$ cat src/hw/rtl/xsed_pkg.sv
// shared types, codes and helpers for the cross-reference stream entry decoder
package xsed_pkg;

  // widest field in bytes, and the longest entry that three such fields make
  localparam int unsigned MAX_FIELD_BYTES = 8;
  localparam int unsigned MAX_ENTRY_BYTES = 3 * MAX_FIELD_BYTES;
  localparam int unsigned POS_W           = $clog2(MAX_ENTRY_BYTES);

  // default depth of the queue between front and back
  localparam int unsigned QUEUE_DEPTH_DEF = 2;

  // configuration register indexes
  localparam logic [1:0] REG_TYPE_WIDTH      = 2'd0;
  localparam logic [1:0] REG_FIELD_ONE_WIDTH = 2'd1;
  localparam logic [1:0] REG_FIELD_TWO_WIDTH = 2'd2;

  // width register reset values
  localparam logic [3:0] TYPE_WIDTH_RST      = 4'd1;
  localparam logic [3:0] FIELD_ONE_WIDTH_RST = 4'd2;
  localparam logic [3:0] FIELD_TWO_WIDTH_RST = 4'd1;

  // item operation codes
  localparam logic OP_HEADER = 1'b0;
  localparam logic OP_DATA   = 1'b1;

  // entry error codes
  localparam logic [1:0] ERR_OK           = 2'd0;
  localparam logic [1:0] ERR_TYPE_WIDTH   = 2'd1;
  localparam logic [1:0] ERR_UNKNOWN_TYPE = 2'd2;

  // highest known entry type (compressed)
  localparam logic [63:0] TYPE_MAX = 64'd2;

  // classified item as it travels from front to back
  typedef struct packed {
    logic        op;
    logic [7:0]  data_byte;
    logic [31:0] first_object;
    logic [31:0] entry_count;
  } xsed_item_t;

  // field widths as the back part sees them
  typedef struct packed {
    logic [3:0] type_width;
    logic [3:0] field_one_width;
    logic [3:0] field_two_width;
  } xsed_cfg_t;

  // widths above the field limit count as the limit
  function automatic logic [3:0] clamp_width(input logic [3:0] w);
    clamp_width = (w > 4'(MAX_FIELD_BYTES)) ? 4'(MAX_FIELD_BYTES) : w;
  endfunction

endpackage

$ cat src/hw/rtl/xsed_front.sv
// front part: accepts input items, classifies them and hands them to the queue
module xsed_front
  import xsed_pkg::*;
(
  input  logic       clk,
  input  logic       rst_n,
  input  logic       in_valid,
  output logic       in_ready,
  input  logic       in_kind,
  input  logic [7:0] in_data_byte,
  input  logic [31:0] in_first_object,
  input  logic [31:0] in_entry_count,
  output logic       push_valid,
  input  logic       push_ready,
  output xsed_item_t push_item
);

  logic       hold_valid_r, hold_valid_nxt;
  xsed_item_t hold_item_r;
  xsed_item_t cls_item;

  // classify: header items keep only their numbers, data items only the byte
  always_comb begin
    cls_item = '0;
    if (in_kind == OP_DATA) begin
      cls_item.op        = OP_DATA;
      cls_item.data_byte = in_data_byte;
    end else begin
      cls_item.op           = OP_HEADER;
      cls_item.first_object = in_first_object;
      cls_item.entry_count  = in_entry_count;
    end
  end

  // one holding stage, refilled in the same cycle it drains
  assign in_ready   = !hold_valid_r || push_ready;
  assign push_valid = hold_valid_r;
  assign push_item  = hold_item_r;

  always_comb begin
    hold_valid_nxt = hold_valid_r;
    if (in_ready) begin
      hold_valid_nxt = in_valid;
    end
  end

  always_ff @(posedge clk) begin
    if (!rst_n) begin
      hold_valid_r <= 1'b0;
    end else begin
      hold_valid_r <= hold_valid_nxt;
    end
  end

  always_ff @(posedge clk) begin
    if (in_valid && in_ready) begin
      hold_item_r <= cls_item;
    end
  end

endmodule

$ cat src/hw/rtl/xsed_queue.sv
// short queue between front and back
module xsed_queue
  import xsed_pkg::*;
#(
  parameter int unsigned DEPTH = QUEUE_DEPTH_DEF
) (
  input  logic       clk,
  input  logic       rst_n,
  input  logic       push_valid,
  output logic       push_ready,
  input  xsed_item_t push_item,
  output logic       pop_valid,
  input  logic       pop_ready,
  output xsed_item_t pop_item
);

  localparam int unsigned PTR_W = (DEPTH > 1) ? $clog2(DEPTH) : 1;
  localparam int unsigned CNT_W = $clog2(DEPTH + 1);

  xsed_item_t         store [DEPTH];
  logic [PTR_W-1:0]   wr_ptr_r, wr_ptr_nxt;
  logic [PTR_W-1:0]   rd_ptr_r, rd_ptr_nxt;
  logic [CNT_W-1:0]   count_r, count_nxt;
  logic               do_push, do_pop;

  assign push_ready = (count_r != CNT_W'(DEPTH));
  assign pop_valid  = (count_r != '0);
  assign pop_item   = store[rd_ptr_r];
  assign do_push    = push_valid && push_ready;
  assign do_pop     = pop_valid && pop_ready;

  // pointer wrap and fill count
  always_comb begin
    wr_ptr_nxt = wr_ptr_r;
    rd_ptr_nxt = rd_ptr_r;
    count_nxt  = count_r;
    if (do_push) begin
      wr_ptr_nxt = (wr_ptr_r == PTR_W'(DEPTH - 1)) ? '0 : wr_ptr_r + PTR_W'(1);
    end
    if (do_pop) begin
      rd_ptr_nxt = (rd_ptr_r == PTR_W'(DEPTH - 1)) ? '0 : rd_ptr_r + PTR_W'(1);
    end
    if (do_push && !do_pop) begin
      count_nxt = count_r + CNT_W'(1);
    end else if (do_pop && !do_push) begin
      count_nxt = count_r - CNT_W'(1);
    end
  end

  always_ff @(posedge clk) begin
    if (!rst_n) begin
      wr_ptr_r <= '0;
      rd_ptr_r <= '0;
      count_r  <= '0;
    end else begin
      wr_ptr_r <= wr_ptr_nxt;
      rd_ptr_r <= rd_ptr_nxt;
      count_r  <= count_nxt;
    end
  end

  always_ff @(posedge clk) begin
    if (do_push) begin
      store[wr_ptr_r] <= push_item;
    end
  end

  // fill count stays within the depth
  a_count_bound: assert property (@(posedge clk) disable iff (!rst_n)
    count_r <= CNT_W'(DEPTH))
    else $error("queue count above depth");

  // empty queue means both pointers meet
  a_empty_ptrs: assert property (@(posedge clk) disable iff (!rst_n)
    (count_r == '0) |-> (wr_ptr_r == rd_ptr_r))
    else $error("queue empty with pointers apart");

  // a pop without a push lowers the count by one
  a_pop_count: assert property (@(posedge clk) disable iff (!rst_n)
    (do_pop && !do_push) |=> (count_r == $past(count_r) - CNT_W'(1)))
    else $error("queue count not lowered on pop");

endmodule

$ cat src/hw/rtl/xsed_back.sv
// back part: accumulates entry bytes, numbers entries and registers results
module xsed_back
  import xsed_pkg::*;
(
  input  logic        clk,
  input  logic        rst_n,
  input  xsed_cfg_t   cfg,
  input  logic        pop_valid,
  output logic        pop_ready,
  input  xsed_item_t  pop_item,
  output logic        out_valid,
  input  logic        out_ready,
  output logic [7:0]  out_entry_type,
  output logic [31:0] out_object_number,
  output logic [63:0] out_field_one,
  output logic [63:0] out_field_two,
  output logic [1:0]  out_error_code,
  output logic [31:0] out_greatest_object
);

  logic [POS_W-1:0] pos_r, pos_nxt;
  logic [63:0]      type_acc_r, type_acc_nxt;
  logic [63:0]      one_acc_r, one_acc_nxt;
  logic [63:0]      two_acc_r, two_acc_nxt;
  logic [31:0]      cur_obj_r, cur_obj_nxt;
  logic [31:0]      remain_r, remain_nxt;
  logic             unlimited_r, unlimited_nxt;
  logic [31:0]      largest_r, largest_nxt;
  logic             out_valid_r, out_valid_nxt;

  logic [7:0]       res_type;
  logic [63:0]      res_one, res_two;
  logic [1:0]       res_err;
  logic             res_load;

  logic [3:0]       tw, w1, w2;
  logic [POS_W:0]   total, tw_end, w1_end, pos_inc;
  logic             do_pop, active, done;
  logic [63:0]      type_acc_w, one_acc_w, two_acc_w;

  assign tw      = clamp_width(cfg.type_width);
  assign w1      = clamp_width(cfg.field_one_width);
  assign w2      = clamp_width(cfg.field_two_width);
  assign tw_end  = (POS_W+1)'(tw);
  assign w1_end  = tw_end + (POS_W+1)'(w1);
  assign total   = w1_end + (POS_W+1)'(w2);
  assign pos_inc = (POS_W+1)'(pos_r) + (POS_W+1)'(1);

  // the output register frees up when empty or being taken
  assign pop_ready = !out_valid_r || out_ready;
  assign do_pop    = pop_valid && pop_ready;
  assign active    = unlimited_r || (remain_r != '0);

  // place the byte into the field that the position falls in
  always_comb begin
    type_acc_w = type_acc_r;
    one_acc_w  = one_acc_r;
    two_acc_w  = two_acc_r;
    if (total != '0) begin
      if ((POS_W+1)'(pos_r) < tw_end) begin
        type_acc_w = {type_acc_r[55:0], pop_item.data_byte};
      end else if ((POS_W+1)'(pos_r) < w1_end) begin
        one_acc_w = {one_acc_r[55:0], pop_item.data_byte};
      end else begin
        two_acc_w = {two_acc_r[55:0], pop_item.data_byte};
      end
    end
    done = (total == '0) || (pos_inc >= total);
  end

  // entry state, numbering and result selection
  always_comb begin
    pos_nxt       = pos_r;
    type_acc_nxt  = type_acc_r;
    one_acc_nxt   = one_acc_r;
    two_acc_nxt   = two_acc_r;
    cur_obj_nxt   = cur_obj_r;
    remain_nxt    = remain_r;
    unlimited_nxt = unlimited_r;
    largest_nxt   = largest_r;
    out_valid_nxt = out_valid_r && !out_ready;
    res_load      = 1'b0;
    res_type      = type_acc_w[7:0];
    res_one       = one_acc_w;
    res_two       = two_acc_w;
    if (tw != 4'd1) begin
      res_err = ERR_TYPE_WIDTH;
    end else if (type_acc_w > TYPE_MAX) begin
      res_err = ERR_UNKNOWN_TYPE;
    end else begin
      res_err = ERR_OK;
    end
    if (do_pop) begin
      if (pop_item.op == OP_HEADER) begin
        cur_obj_nxt   = pop_item.first_object;
        remain_nxt    = pop_item.entry_count;
        unlimited_nxt = 1'b0;
        pos_nxt       = '0;
        type_acc_nxt  = '0;
        one_acc_nxt   = '0;
        two_acc_nxt   = '0;
      end else if (active) begin
        if (!done) begin
          pos_nxt      = pos_inc[POS_W-1:0];
          type_acc_nxt = type_acc_w;
          one_acc_nxt  = one_acc_w;
          two_acc_nxt  = two_acc_w;
        end else begin
          res_load      = 1'b1;
          out_valid_nxt = 1'b1;
          if ((res_err == ERR_OK) && (cur_obj_r > largest_r)) begin
            largest_nxt = cur_obj_r;
          end
          cur_obj_nxt = cur_obj_r + 32'd1;
          if (!unlimited_r) begin
            remain_nxt = remain_r - 32'd1;
          end
          pos_nxt      = '0;
          type_acc_nxt = '0;
          one_acc_nxt  = '0;
          two_acc_nxt  = '0;
        end
      end
    end
  end

  always_ff @(posedge clk) begin
    if (!rst_n) begin
      pos_r       <= '0;
      type_acc_r  <= '0;
      one_acc_r   <= '0;
      two_acc_r   <= '0;
      cur_obj_r   <= '0;
      remain_r    <= '0;
      unlimited_r <= 1'b1;
      largest_r   <= '0;
      out_valid_r <= 1'b0;
    end else begin
      pos_r       <= pos_nxt;
      type_acc_r  <= type_acc_nxt;
      one_acc_r   <= one_acc_nxt;
      two_acc_r   <= two_acc_nxt;
      cur_obj_r   <= cur_obj_nxt;
      remain_r    <= remain_nxt;
      unlimited_r <= unlimited_nxt;
      largest_r   <= largest_nxt;
      out_valid_r <= out_valid_nxt;
    end
  end

  // result payload register
  always_ff @(posedge clk) begin
    if (res_load) begin
      out_entry_type      <= res_type;
      out_object_number   <= cur_obj_r;
      out_field_one       <= res_one;
      out_field_two       <= res_two;
      out_error_code      <= res_err;
      out_greatest_object <= largest_nxt;
    end
  end

  assign out_valid = out_valid_r;

  // byte position never reaches the longest entry
  a_pos_bound: assert property (@(posedge clk) disable iff (!rst_n)
    (POS_W+1)'(pos_r) < (POS_W+1)'(MAX_ENTRY_BYTES))
    else $error("byte position past longest entry");

  // a clean entry is never above the running greatest number
  a_greatest: assert property (@(posedge clk) disable iff (!rst_n)
    (out_valid_r && (out_error_code == ERR_OK)) |->
      (out_greatest_object >= out_object_number))
    else $error("greatest object below clean entry number");

  // a completed entry advances numbering by one
  a_numbering: assert property (@(posedge clk) disable iff (!rst_n)
    res_load |=> (cur_obj_r == out_object_number + 32'd1))
    else $error("object number not advanced after entry");

endmodule

$ cat src/hw/rtl/xref_stream_entry_decoder.sv
// top level of the cross-reference stream entry decoder
//
//   channel  direction  handshake              payload
//   in       input      in_valid / in_ready    kind, data byte, first object, entry count
//   out      output     out_valid / out_ready  type, object, two fields, error, greatest
//   cfg      input      cfg_valid / cfg_ready  register index, 4-bit width value
//
// one item per cycle sustained while the output is not stalled; the back part's byte
// accumulate and numbering step sets that figure. The last byte of an entry passes the
// front holding stage, the queue and the output register before out_valid rises, and
// is held back further only while the output or the queue is stalled.
// synchronous active-low reset clears all control state; no clearing pass.
// a stalled output holds its result while the front and queue keep taking items
// until the queue fills.
module xref_stream_entry_decoder
  import xsed_pkg::*;
#(
  parameter int unsigned QUEUE_DEPTH = QUEUE_DEPTH_DEF
) (
  input  logic        clk,
  input  logic        rst_n,
  input  logic        in_valid,
  output logic        in_ready,
  input  logic        in_kind,
  input  logic [7:0]  in_data_byte,
  input  logic [31:0] in_first_object,
  input  logic [31:0] in_entry_count,
  output logic        out_valid,
  input  logic        out_ready,
  output logic [7:0]  out_entry_type,
  output logic [31:0] out_object_number,
  output logic [63:0] out_field_one,
  output logic [63:0] out_field_two,
  output logic [1:0]  out_error_code,
  output logic [31:0] out_greatest_object,
  input  logic        cfg_valid,
  output logic        cfg_ready,
  input  logic [1:0]  cfg_index,
  input  logic [3:0]  cfg_data
);

  xsed_cfg_t  cfg_r;
  xsed_item_t push_item, pop_item;
  logic       push_valid, push_ready, pop_valid, pop_ready;

  // width registers, always writable
  assign cfg_ready = 1'b1;

  always_ff @(posedge clk) begin
    if (!rst_n) begin
      cfg_r.type_width      <= TYPE_WIDTH_RST;
      cfg_r.field_one_width <= FIELD_ONE_WIDTH_RST;
      cfg_r.field_two_width <= FIELD_TWO_WIDTH_RST;
    end else if (cfg_valid && cfg_ready) begin
      case (cfg_index)
        REG_TYPE_WIDTH:      cfg_r.type_width      <= cfg_data;
        REG_FIELD_ONE_WIDTH: cfg_r.field_one_width <= cfg_data;
        REG_FIELD_TWO_WIDTH: cfg_r.field_two_width <= cfg_data;
        default: begin
        end
      endcase
    end
  end

  xsed_front u_front (
    .clk             (clk),
    .rst_n           (rst_n),
    .in_valid        (in_valid),
    .in_ready        (in_ready),
    .in_kind         (in_kind),
    .in_data_byte    (in_data_byte),
    .in_first_object (in_first_object),
    .in_entry_count  (in_entry_count),
    .push_valid      (push_valid),
    .push_ready      (push_ready),
    .push_item       (push_item)
  );

  xsed_queue #(
    .DEPTH (QUEUE_DEPTH)
  ) u_queue (
    .clk        (clk),
    .rst_n      (rst_n),
    .push_valid (push_valid),
    .push_ready (push_ready),
    .push_item  (push_item),
    .pop_valid  (pop_valid),
    .pop_ready  (pop_ready),
    .pop_item   (pop_item)
  );

  xsed_back u_back (
    .clk                 (clk),
    .rst_n               (rst_n),
    .cfg                 (cfg_r),
    .pop_valid           (pop_valid),
    .pop_ready           (pop_ready),
    .pop_item            (pop_item),
    .out_valid           (out_valid),
    .out_ready           (out_ready),
    .out_entry_type      (out_entry_type),
    .out_object_number   (out_object_number),
    .out_field_one       (out_field_one),
    .out_field_two       (out_field_two),
    .out_error_code      (out_error_code),
    .out_greatest_object (out_greatest_object)
  );

endmodule

$ cat config.mk
export PLATFORM = sky130hd
export DESIGN_NAME = xref_stream_entry_decoder
export DESIGN_NICKNAME = d
export VERILOG_FILES = /design/src/hw/rtl/xsed_pkg.sv /design/src/hw/rtl/xsed_front.sv /design/src/hw/rtl/xsed_queue.sv /design/src/hw/rtl/xsed_back.sv /design/src/hw/rtl/xref_stream_entry_decoder.sv
export SDC_FILE = /design/constraint.sdc
export NUM_CORES = 1
export LEC_CHECK = 0
export BUFFER_PORTS_ARGS = -buffer_cell sky130_fd_sc_hd__buf_4
export CAP_MARGIN = 5
export CORE_UTILIZATION = 36
export DETAILED_ROUTE_END_ITERATION = 10
export PLACE_DENSITY = 0.59
export SYNTH_ARGS = -nofsm -noshare
export SYNTH_HDL_FRONTEND = slang
export SYNTH_SLANG_ARGS = --single-unit
$ cat constraint.sdc
create_clock -name clk -period 8.2 [get_ports clk]
set_input_delay 0.82 -clock clk [delete_from_list [all_inputs] [get_ports clk]]
set_output_delay 0.82 -clock clk [all_outputs]
set_load 0.02 [all_outputs]
# Yosys cells after proc, flatten, opt, wreduce, memory -nomap -nowiden
# Memories as Yosys holds them, arrays and structs flattened. A register that Yosys moved wholly into a read port is not among the register bits.
# Cells that the tools add are included.
[word_totals]
input_bits = 84
ram_bits = 146
mem_count = 1
word_cells = 136
ff_bits = 587
[classes]
n_addsub = 9
reduce_logical = 30
mux = 54
n_lt_le_gt_ge = 8
n_eq_ne = 7
n_bitwise = 1
[mem_list]
columns = ["name", "depth", "width", "read_ports", "rd_clocked_by_memory_dff", "wr", "line_no", "source"]
rows = [
  ["u_queue.store", 2, 73, 1, 1, 1, "xsed_queue.sv:20", "xsed_item_t store [DEPTH];"],
]
[op_table]
columns = ["op", "count"]
rows = [
  ["64-bit 2-to-1 mux", 17],
  ["32-bit 2-to-1 mux", 12],
  ["64-bit by 2-bit greater-than comparator with 1-bit output, second input constant", 1],
  ["32-bit by 1-bit adder with 32-bit output, second input constant", 1],
  ["32-bit greater-than comparator", 1],
  ["32-bit nonzero test", 1],
  ["32-bit by 1-bit subtractor with 32-bit output, second input constant", 1],
  ["1-bit 2-to-1 mux", 15],
  ["5-bit 2-to-1 mux", 3],
  ["4-bit greater-than comparator, second input constant", 3],
  ["4-bit 2-to-1 mux", 3],
  ["2-bit AND reduction", 5],
  ["2-bit 2-to-1 mux", 4],
  ["2-bit != test, second input constant", 4],
  ["1-bit logical AND", 7],
  ["5-bit by 1-bit adder with 6-bit output, second input constant", 1],
  ["6-bit by 4-bit adder with 6-bit output", 1],
  ["6-bit >= comparator", 1],
  ["6-bit zero test", 1],
  ["5-bit by 6-bit less-than comparator with 1-bit output", 1],
  ["6-bit nonzero test", 1],
  ["4-bit by 4-bit adder with 5-bit output", 1],
  ["1-bit zero test", 5],
  ["5-bit by 4-bit less-than comparator with 1-bit output", 1],
  ["other kinds (12)", 18],
]

# Depth between registers and ports, before layout
# Gate-level depths: netlist of run 1.
[logic_depth]
word_depth = 16
mapped_depth = 20

# Hierarchy
# Synthesis of run 1 repeated with hierarchy kept, for this count alone.
[hier_totals]
cells_unflattened = 2333
area_unflattened_um2 = 30521.8
[modules_own_cells]
columns = ["module", "cells_each", "n_inst", "area_per_inst_um2"]
rows = [
  ["xsed_back", 1872, 1, 21772.1],
  ["xsed_queue", 251, 1, 5506.5],
  ["xsed_front", 158, 1, 2735.1],
  ["xref_stream_entry_decoder", 52, 1, 508.0],
]

# Least setup slack after synthesis of run 1
# No wires, ideal clock.
[synth_path]
kind = "reg-to-reg"
start = "register cfg_r[11] (netlist bit)"
end = "register u_back.out_entry_type[0], enable pin"
required_ns = 7.647
slack_ns = 0.683
arrival_ns = 6.964
stages_incl_launch_ff = 15
path_cell_list = "dfxtp_1 > nor2b_1 > ha_1 > fa_1 > fa_1 > a21o_1 > a21oi_1 > xnor2_1 > ha_1 > nand2_1 > o21ai_0 > a211o_1 > clkbuf_1 > nand3_2 > inv_1"
[synth_between]
elab_chain_cells = 10
word_cells_on_any_way = 11
cone_classes = "add/sub: 2; order compare: 2; mux: 5; reduce/logical: 2"
[synth_lines]
columns = ["item", "line_no", "source"]
rows = [
  ["start, declared", "xref_stream_entry_decoder.sv:42", "xsed_cfg_t cfg_r;"],
  ["4-bit greater-than comparator", "xsed_pkg.sv:51", "clamp_width = (w > 4'(MAX_FIELD_BYTES)) ? 4'(MAX_FIELD_BYTES) : w;"],
  ["4-bit 2-to-1 mux *", "xsed_pkg.sv:51", ""],
  ["4-bit by 4-bit adder with 5-bit output *", "xsed_back.sv:45", "assign w1_end = tw_end + (POS_W+1)'(w1);"],
  ["6-bit by 4-bit adder with 6-bit output *", "xsed_back.sv:46", "assign total = w1_end + (POS_W+1)'(w2);"],
  ["6-bit >= comparator or 6-bit zero test (tied branches)", "xsed_back.sv:68", "done = (total == '0) || (pos_inc >= total);"],
  ["1-bit logical OR *", "xsed_back.sv:68", ""],
  ["1-bit 2-to-1 mux *", "xsed_back.sv:103", "if (!done) begin"],
  ["1-bit 2-to-1 mux *", "xsed_back.sv:102", "end else if (active) begin"],
  ["1-bit 2-to-1 mux *", "xsed_back.sv:94", "if (pop_item.op == OP_HEADER) begin"],
  ["1-bit 2-to-1 mux *", "xsed_back.sv:93", "if (do_pop) begin"],
  ["named net u_back.res_load", "xsed_back.sv:34", "logic res_load;"],
  ["end signal, assigned", "xsed_back.sv:154", "out_entry_type <= res_type;"],
  ["end, declared", "xsed_back.sv:13", "output logic [7:0] out_entry_type,"],
]
# The timed path passes the listed nets; every way through them passes the cells marked *.
# A chain may end at the register's enable or synchronous reset.

# Worst setup path in the final report of run 1
[layout_path]
start = "register cfg_r[8] (netlist bit)"
end = "register u_back.out_field_two[50], enable pin"
[layout_between]
elab_chain_cells = 10
word_cells_on_any_way = 11
cone_classes = "add/sub: 2; order compare: 2; mux: 5; reduce/logical: 2"
[layout_lines]
columns = ["item", "line_no", "source"]
rows = [
  ["4-bit greater-than comparator", "xsed_pkg.sv:51", ""],
  ["4-bit 2-to-1 mux *", "xsed_pkg.sv:51", ""],
  ["4-bit by 4-bit adder with 5-bit output *", "xsed_back.sv:45", ""],
  ["6-bit by 4-bit adder with 6-bit output *", "xsed_back.sv:46", ""],
  ["6-bit >= comparator or 6-bit zero test (tied branches)", "xsed_back.sv:68", ""],
  ["1-bit logical OR *", "xsed_back.sv:68", ""],
  ["1-bit 2-to-1 mux *", "xsed_back.sv:103", ""],
  ["1-bit 2-to-1 mux *", "xsed_back.sv:102", ""],
  ["1-bit 2-to-1 mux *", "xsed_back.sv:94", ""],
  ["1-bit 2-to-1 mux *", "xsed_back.sv:93", ""],
  ["named net u_back.res_load", "xsed_back.sv:34", ""],
  ["end signal, assigned", "xsed_back.sv:157", "out_field_two <= res_two;"],
  ["end, declared", "xsed_back.sv:16", "output logic [63:0] out_field_two,"],
]
# Marks and branches as above.

==> results of run 1 <==
sequential cells by signal, indices dropped and copies added (netlist names), 5 cells and up, named ones only:
| name | cells |
|---|---|
| u_back.out_field_two | 64 |
| u_back.out_entry_type | 8 |
| u_back.out_object_number | 32 |
| u_back.largest_r | 32 |
| u_back.type_acc_r | 64 |
| u_back.pos_r | 5 |
| cfg_r | 12 |
| u_front.push_item | 73 |
| u_back.out_field_one | 64 |
| u_back.out_greatest_object | 32 |
| u_back.two_acc_r | 64 |
| u_back.remain_r | 32 |
| u_queue.store | 146 |
| u_back.cur_obj_r | 32 |
| u_back.one_acc_r | 64 |
final timing paths:
check,slack (ns),to,startpoint,cells after the start
worst max-delay path,2.94,u_back.out_field_two[50],cfg_r[8],14
worst min-delay path,0.42,u_queue.store[1][68],u_front.push_item[68],0
worst max register to register,2.94,u_back.out_field_two[50],cfg_r[8],14
worst min register to register,0.42,u_queue.store[1][68],u_front.push_item[68],0
cells in the mapped netlist (all sizes together), types with 5 or more instances:
library cell	n	area share
nor2	220	0.027
nand2b	6	0.0012
a22oi	132	0.032
nor2b	87	0.018
xor2	6	0.0017
a211oi	32	0.0078
mux2	120	0.044
or3	13	0.0026
dfxtp	313	0.20
edfxtp	421	0.41
nand2	244	0.030
a21oi	131	0.021
o211ai	25	0.0061
or4	10	0.0028
and3	11	0.0022
clkbuf	141	0.017
nand3	92	0.015
o221a	11	0.0040
a31oi	22	0.0044
nand4	17	0.0036
nor3	52	0.0087
inv	52	0.0063
and2	18	0.0036
a21o	71	0.017
buf	48	0.0086
o31ai	18	0.0045
ha	57	0.023
o311ai	5	0.0014
mux2i	89	0.029
o21a	11	0.0027
nand3b	5	0.0012
xnor2	6	0.0017
o22ai	12	0.0024
nor4	31	0.0070
o21ai	122	0.020
metrics by stage:
stage           util  worst slack [ns]  std cells
2_1_floorplan      -             0.683       2694
3_3_place_gp   0.400              3.06       3962
3_5_place_dp   0.400              2.95       3962
4_1_cts        0.433              2.90       4115
5_1_grt        0.433              2.49       4115
6_report       0.433              2.94       4115
cell families after synthesis:
group / Yosys count / share of synthesized area
xor+xnor: 12 / 0.00340
simple gates: 816 / 0.124
mux: 209 / 0.0725
flops: 734 / 0.611
fa+ha+maj: 59 / 0.0243
other cells: 1 / 0.000121
buf+inv: 242 / 0.0321
compound gates: 621 / 0.132
placed cells by master, fill, tap and decap left out, types with 7 or more instances in the layout:
master     netlist  routed
edfxtp_1       421     421
buf_4            1     313
dfxtp_1        313     312
nand2_1        244     244
nor2_1         220     218
a22oi_1        132     132
a21oi_1        131     131
o21ai_0        119     119
mux2_2          93      93
nand3_1         91      90
mux2i_1         89      88
nor2b_1         87      87
clkbuf_16        0      86
a21o_1          71      71
ha_1            57      57
inv_1           51      50
nor3_1          50      49
a211oi_1        32      32
nor4_1          29      29
mux2_1          27      27
o211ai_1        25      25
a31oi_1         22      22
and2_1          18      17
o31ai_1         17      17
nand4_1         16      16
clkinv_1         1      14
or3_1           13      13
o22ai_1         12      12
clkbuf_1       141      12
and3_1          11      10
clkinv_2         0      10
o21a_1          11       9
bufinv_16        0       9
o221a_2          8       8
or4_1            7       7
where the power goes:
group / internal (mW) / total, mW / switching [mW] / leakage, nW
registers: 4.34 / 4.66 / 0.315 / 6.52
clock network: 2.28 / 3.81 / 1.54 / 1.38
logic: 0.974 / 3.11 / 2.14 / 5.55
worst register-to-register path, cell delays in order, from the launching register on:
cell and delay (ns):
dfxtp_1 0.34, nor2b_1 0.19, ha_1 0.22, fa_1 0.49, fa_1 0.46, a21o_1 0.20, a21oi_1 0.18, xnor2_1 0.09
ha_1 0.32, nand2_1 0.05, o21ai_0 0.22, a211o_1 0.37, nand3_2 0.31, inv_8 0.53, buf_4 0.86
metal layers:
metal / GRT usage / wire [µm] / up-vias
li1: - / - / 10357
met1: 0.250 / 36400 / 10585
met2: 0.271 / 35400 / 785
met3: 0.0313 / 4960 / 131
met4: 0.0521 / 1740 / 4
met5: 0 / 30 / -
final cells by class:
| class | instances | area share |
|---|---|---|
| clock buffer | 104 | 0.0618 |
| multi-input combinational | 1718 | 0.302 |
| tap | 1144 | 0.0388 |
| sequential | 734 | 0.513 |
| clock inverter | 49 | 0.0154 |
| inverter | 53 | 0.00573 |
| timing repair buffer | 313 | 0.0637 |
==> reports/summary.log, run 1 <==
INFO  sta            achievable-frequency=0.190GHz
INFO  clock_tree     cts_root_buffer=clkbuf_16
INFO  synthesis      ys_async_sr_fraction=0
INFO  power_and_ir_drop leakage_power_of_the_design=13.4nW
INFO  finish         final_net_count=3045
INFO  sta            tightestPinTransition=1.24ns
INFO  floorplanning  placementRows=107
INFO  clock_tree     postCtsSetupBuffers=0
INFO  grt            grt_util_all_layers=0.175
INFO  floorplanning  fp.dieH=295µm
INFO  sta            total_of_endpoints_with_negative_setup_slack_in_the_final_report=0
INFO  drt            number_of_detailed_routing_iterations_run_before_antenna_repair=5
INFO  clock_tree     hold_buffers=0
INFO  sta            worst_slew_margin_rel=0.172
INFO  synthesis      dominant_register_cell_in_the_synthesized_netlist=edfxtp_1
INFO  placed_design  placement_stage_cell_area=34000µm²
INFO  synthesis      warnings_synthesis=0
INFO  drt            drt-wirelength-per-cell=19.1µm
INFO  finish         n_fill_cell=7967
INFO  power_and_ir_drop power_density=314nW/µm²
INFO  synthesis      synthesis.nets=2837
INFO  worst_setup_path setup.worst_path.end_class=register
INFO  synthesis      synth-seq-cells=734
INFO  synthesis      avgSynthCellArea=11.5µm²
INFO  worst_setup_path timing.critical_path.slowest_stage_cell=buf_4
INFO  synthesis      synthesis.instances=2694
INFO  placed_design  placement.io_buffers=287
INFO  worst_setup_path critPathTopFamily=adder cells
INFO  synthesis      synth-edff-count=421
INFO  clock_tree     clkSlewWorstSetupHoldPaths=0.06ns
INFO  grt            largest_net_degree_at_the_start_of_global_routing=103
INFO  worst_setup_path timing.critical_path.cells=nor2b_1 -> ha_1 -> fa_1 -> fa_1 -> a21o_1 -> a21oi_1 -> xnor2_1 -> ha_1 -> nand2_1 -> o21ai_0 -> a211o_1 -> nand3_2 -> inv_8 -> buf_4
INFO  run_status     outcome=complete, no violations
INFO  sta            final.setup.tns=0ns
INFO  clock_tree     post_cts_resized=0
INFO  worst_setup_path setup.worst_path.class=register to register
INFO  floorplanning  fp.dieArea=87100µm²
INFO  floorplanning  boundaryPins=289
INFO  finish         syn_to_layout_area_delta=19.2%
INFO  clock_tree     tritoncts_num_sinks=734
INFO  worst_setup_path timing.critical_path.slowest_cell_delay=0.73ns
INFO  floorplanning  initial_utilization=0.363
INFO  clock_tree     cts.path.max_buffers=3
INFO  finish         layout.area.seq=18900µm²
INFO  min_path       class_of_the_tightest_hold_or_removal_check=register to register
INFO  power_and_ir_drop p_total=11.6mW
INFO  drt            postRouteWirelength=78.5mm
INFO  sta            number_of_endpoints_with_negative_hold_slack_in_the_final_report=0
INFO  worst_setup_path startpoint_type=register
INFO  clock_tree     tritoncts=yes
INFO  drt            route.antenna.remaining_nets=0
INFO  finish         layout.cell_area.non_filler=36900µm²
INFO  worst_setup_path timing.critical_path.fanout_max=92
INFO  drt            route.detailed.drc=0
INFO  drt            detailroute.via_count=21862
INFO  sta            slew_violations=0
INFO  synthesis      ys_seq_area_frac=0.611
INFO  clock_tree     clk-insertion-delay-late=0.64ns
INFO  power_and_ir_drop max-vdd-ir-drop=0.185mV
INFO  grt            grt_first_pass_wirelength=121mm
INFO  synthesis      ys_types=73
INFO  synthesis      mappedNetlistArea=30900µm²
INFO  worst_setup_path worst_ep_required_time=8.43ns
INFO  worst_setup_path cp.buffers_inverters=2
INFO  drt            vias_per_cell=5.31
INFO  placed_design  place_congestion=0.847
INFO  sta            finalCritPeriodShare=0.642
INFO  finish         antenna_cells=0
INFO  sta            grt_setup_unrepaired=false
INFO  floorplanning  core_area=85100µm²
INFO  floorplanning  chipWidth=295µm
INFO  finish         fraction_of_layout_instances_using_a_drive_strength_above_1=0.193
INFO  clock_tree     htreeDepth=3
INFO  grt            globalRouteOverflowTotal=0
INFO  worst_setup_path worstPathArrival=5.50ns
INFO  sta            final.hold.worst_slack=0.425ns
INFO  grt            number_of_global_route_vias_before_repair=21241
INFO  sta            worst_skew=0.0434ns
INFO  clock_tree     tritoncts.num_buffers=82
INFO  finish         multiInputGateArea=11100µm²
INFO  drt            initialDrtViolationCount=2032
INFO  placed_design  hpwl=50.7mm
INFO  grt            initial_antenna_violation_count=2
INFO  job            drv.max_cap_violation_count=0
INFO  sta            min_period=5.26ns
Power figures use the tool's default switching activity.
==> run 2: changes to the inputs <==
==> constraint.sdc (replaced) <==
create_clock -name clk -period 5.1 [get_ports clk]
set_input_delay 0.51 -clock clk [delete_from_list [all_inputs] [get_ports clk]]
set_output_delay 0.51 -clock clk [all_outputs]
set_load 0.02 [all_outputs]
==> reports/summary.log, run 2 (synthesis gave the netlist of run 1 again) <==
INFO  worst_setup_path worstPathArrival=5.20ns [-0.30 ns]
INFO  run_status     outcome=complete, no violations
INFO  finish         utilization=0.432 [-0.00128]
INFO  floorplanning  initial_utilization=0.363 [unchanged]
INFO  clock_tree     tritoncts.num_buffers=76 [-7.3%]
INFO  clock_tree     clkSlewWorstSetupHoldPaths=0.07ns [about the same]
INFO  sta            worst_slew_margin_rel=0.247 [+0.0748]
INFO  clock_tree     hold_buffers=0 [unchanged]
INFO  finish         layout.area.seq=18900µm² [about the same]
INFO  worst_setup_path setup.worst_path.end_class=register
INFO  finish         regMostFlops=u_queue.store
INFO  finish         syn_to_layout_area_delta=18.9%
INFO  min_path       class_of_the_tightest_hold_or_removal_check=primary input to register
INFO  placed_design  pre_cts_slack=0.246ns [-2.71 ns]
INFO  sta            finalCritPeriodShare=0.917 [+0.275]
INFO  finish         multiInputGateArea=11200µm² [+0.33%]
INFO  grt            globalRouteOverflowTotal=0 [unchanged]
INFO  finish         layout.cell_area.non_filler=36800µm² [-0.30%]
INFO  drt            number_of_detailed_routing_iterations_run_before_antenna_repair=8 [+3]
INFO  power_and_ir_drop clockPowerShare=0.307 [-0.022]
INFO  sta            achievable-frequency=0.214GHz [+13%]
INFO  finish         largest_register_ffs=146 [unchanged]
INFO  finish         final_cell_mix=edfxtp_1 (421), buf_4 (318), dfxtp_1 (310)
INFO  power_and_ir_drop power_density=494nW/µm² [+57%]
INFO  grt            grt_util_all_layers=0.175 [-0.000444]
INFO  sta            slew_violations=0 [unchanged]
INFO  finish         n_fill_cell=8005 [+0.48%]
INFO  power_and_ir_drop net-switching-power=6.35mW [+59%]
INFO  sta            number_of_endpoints_with_negative_hold_slack_in_the_final_report=0 [unchanged]
INFO  worst_setup_path worst_ep_required_time=5.63ns [-2.80 ns]
INFO  worst_setup_path timing.critical_path.fanout_max=23 [-75%]
INFO  floorplanning  core_area=85100µm² [unchanged]
INFO  grt            largest_net_degree_at_the_start_of_global_routing=134 [+30%]
INFO  clock_tree     postCtsSetupBuffers=0 [unchanged]
INFO  clock_tree     htreeDepth=3 [unchanged]
INFO  power_and_ir_drop switching_share=0.349 [+0.00472]
INFO  worst_setup_path startpoint_type=register
INFO  floorplanning  boundaryPins=289 [unchanged]
INFO  worst_setup_path worst_r2r_setup_slack=0.42ns [-2.51 ns]
INFO  drt            route.antenna.remaining_nets=0 [unchanged]
INFO  drt            detailroute.via_count=21762 [-0.46%]
INFO  clock_tree     cts_root_buffer=clkbuf_16
INFO  power_and_ir_drop intPower=11.8mW [+56%]
INFO  sta            tightestPinTransition=1.13ns [-0.112 ns]
INFO  drt            vias_per_cell=5.29 [-0.46%]
INFO  clock_tree     clk-insertion-delay-late=0.64ns [about the same]
INFO  clock_tree     tritoncts_num_sinks=734 [unchanged]
INFO  floorplanning  fp.dieArea=87100µm² [unchanged]
INFO  sta            min_period=4.68ns [-0.589 ns]
INFO  placed_design  placement_stage_cell_area=34300µm² [+0.62%]
INFO  power_and_ir_drop p_total=18.2mW [+57%]
INFO  sta            final.setup.tns=0ns [unchanged]
INFO  placed_design  placement.io_buffers=287 [unchanged]
INFO  power_and_ir_drop comb_power_share=0.281 [+0.012]
INFO  sta            total_of_endpoints_with_negative_setup_slack_in_the_final_report=0 [unchanged]
INFO  worst_setup_path setup.worst_path.class=register to register
INFO  grt            number_of_global_route_vias_before_repair=20830 [-1.9%]
INFO  job            drv.max_cap_violation_count=0 [unchanged]
INFO  floorplanning  fp.dieH=295µm [unchanged]
INFO  floorplanning  chipWidth=295µm [unchanged]
INFO  grt            grt_first_pass_wirelength=121mm [-0.38%]
INFO  sta            grt_setup_unrepaired=false
INFO  finish         final_net_count=3051 [+0.20%]
INFO  finish         antenna_cells=0 [unchanged]
INFO  clock_tree     cts.path.max_buffers=3 [unchanged]
INFO  sta            final_critical_path_setup_slack=0.424ns [-2.51 ns]
INFO  grt            initial_antenna_violation_count=3 [+1]
INFO  floorplanning  placementRows=107 [unchanged]
INFO  power_and_ir_drop max-vdd-ir-drop=0.358mV [+94%]
INFO  finish         layout.cells.most_common=edfxtp_1
INFO  drt            initialDrtViolationCount=1789 [-12%]
INFO  placed_design  hpwl=51.3mm [+1.3%]
INFO  drt            route.detailed.drc=0 [unchanged]
INFO  drt            drt-wirelength-per-cell=19.1µm [about the same]
INFO  placed_design  place_congestion=0.820 [-3.2%]
INFO  drt            postRouteWirelength=78.6mm [about the same]
INFO  power_and_ir_drop leakage_power_of_the_design=13.4nW [-0.28%]
INFO  power_and_ir_drop power.sequential.fraction=0.411 [+0.009]
INFO  finish         fraction_of_layout_instances_using_a_drive_strength_above_1=0.198 [+0.00438]
INFO  sta            worst_skew=0.0298ns [-0.0136 ns]
INFO  clock_tree     tritoncts=yes
==> run 2: cell types whose count changed in the layout (fill, tap and decap cells not counted), sizes merged <==
cell,change
buf,+12
bufinv,-5
clkbuf,-6
clkinv,-1
clkinvlp,+1
inv,-1
==> run 2: worst max-delay path: stages, from the launching register on <==
cell and delay, ns:
dfxtp_1 0.33, nor2b_4 0.13, ha_2 0.19, fa_2 0.40, xor2_1 0.26, ha_1 0.36
a21o_1 0.22, a21oi_2 0.14, xnor2_1 0.10, ha_1 0.32, nand2_1 0.05, o21ai_1 0.18
a211oi_1 0.12, buf_4 0.18, o31ai_2 0.73, nand2_2 0.49, o32ai_1 0.40
==> run 2: path summary, 6_finish.rpt <==
kind | to | start | depth (start not counted)
max | u_back.remain_r[7] | cfg_r[8] | 16
min | cfg_r[10] | cfg_data[2] | 3
max reg2reg | u_back.remain_r[7] | cfg_r[8] | 16
min reg2reg | u_queue.store[0][70] | u_front.push_item[70] | 0
==> run 2: power groups by stage <==
| stage | Sequential, mW | Clock, mW | Combinational, mW |
|---|---|---|---|
| finish | 7.47 | 5.58 | 5.11 |
| floorplan | 7.69 | 0 | 3.33 |
| detailed placement | 7.59 | 0 | 5.11 |
| global placement | 7.57 | 0 | 5.01 |
| CTS | 7.47 | 5.73 | 5.12 |
| global route | 7.53 | 5.97 | 5.56 |
==> run 2: what timing repair did <==
action / CTS / global route
endpoints found under the setup margin: 0 / 21
resized for setup: 0 / 1
hold endpoints to repair: 0 / 0
==> run 2: final cells by class <==
| class | count | share of cell area |
|---|---|---|
| Tap cell | 1144 | 0.0389 |
| Inverter | 53 | 0.00565 |
| Multi-Input combinational cell | 1718 | 0.304 |
| Clock buffer | 98 | 0.0579 |
| Sequential cell | 734 | 0.514 |
| Clock inverter | 43 | 0.0107 |
| Timing Repair Buffer | 325 | 0.0687 |
==> run 2: stage by stage <==
stage,instances,hold WS (ns)
floorplan,2694,0.421
global placement,3974,0.427
detailed placement,3974,0.431
CTS,4115,0.115
global route,4115,0.139
finish,4115,0.153
==> run 2: per-layer routing <==
layer	global-route usage	vias up	share of wire
li1	-	10378	-
met1	0.248	10578	0.47
met2	0.275	697	0.46
met3	0.0287	105	0.059
met4	0.0492	4	0.019
met5	0	-	0.00032
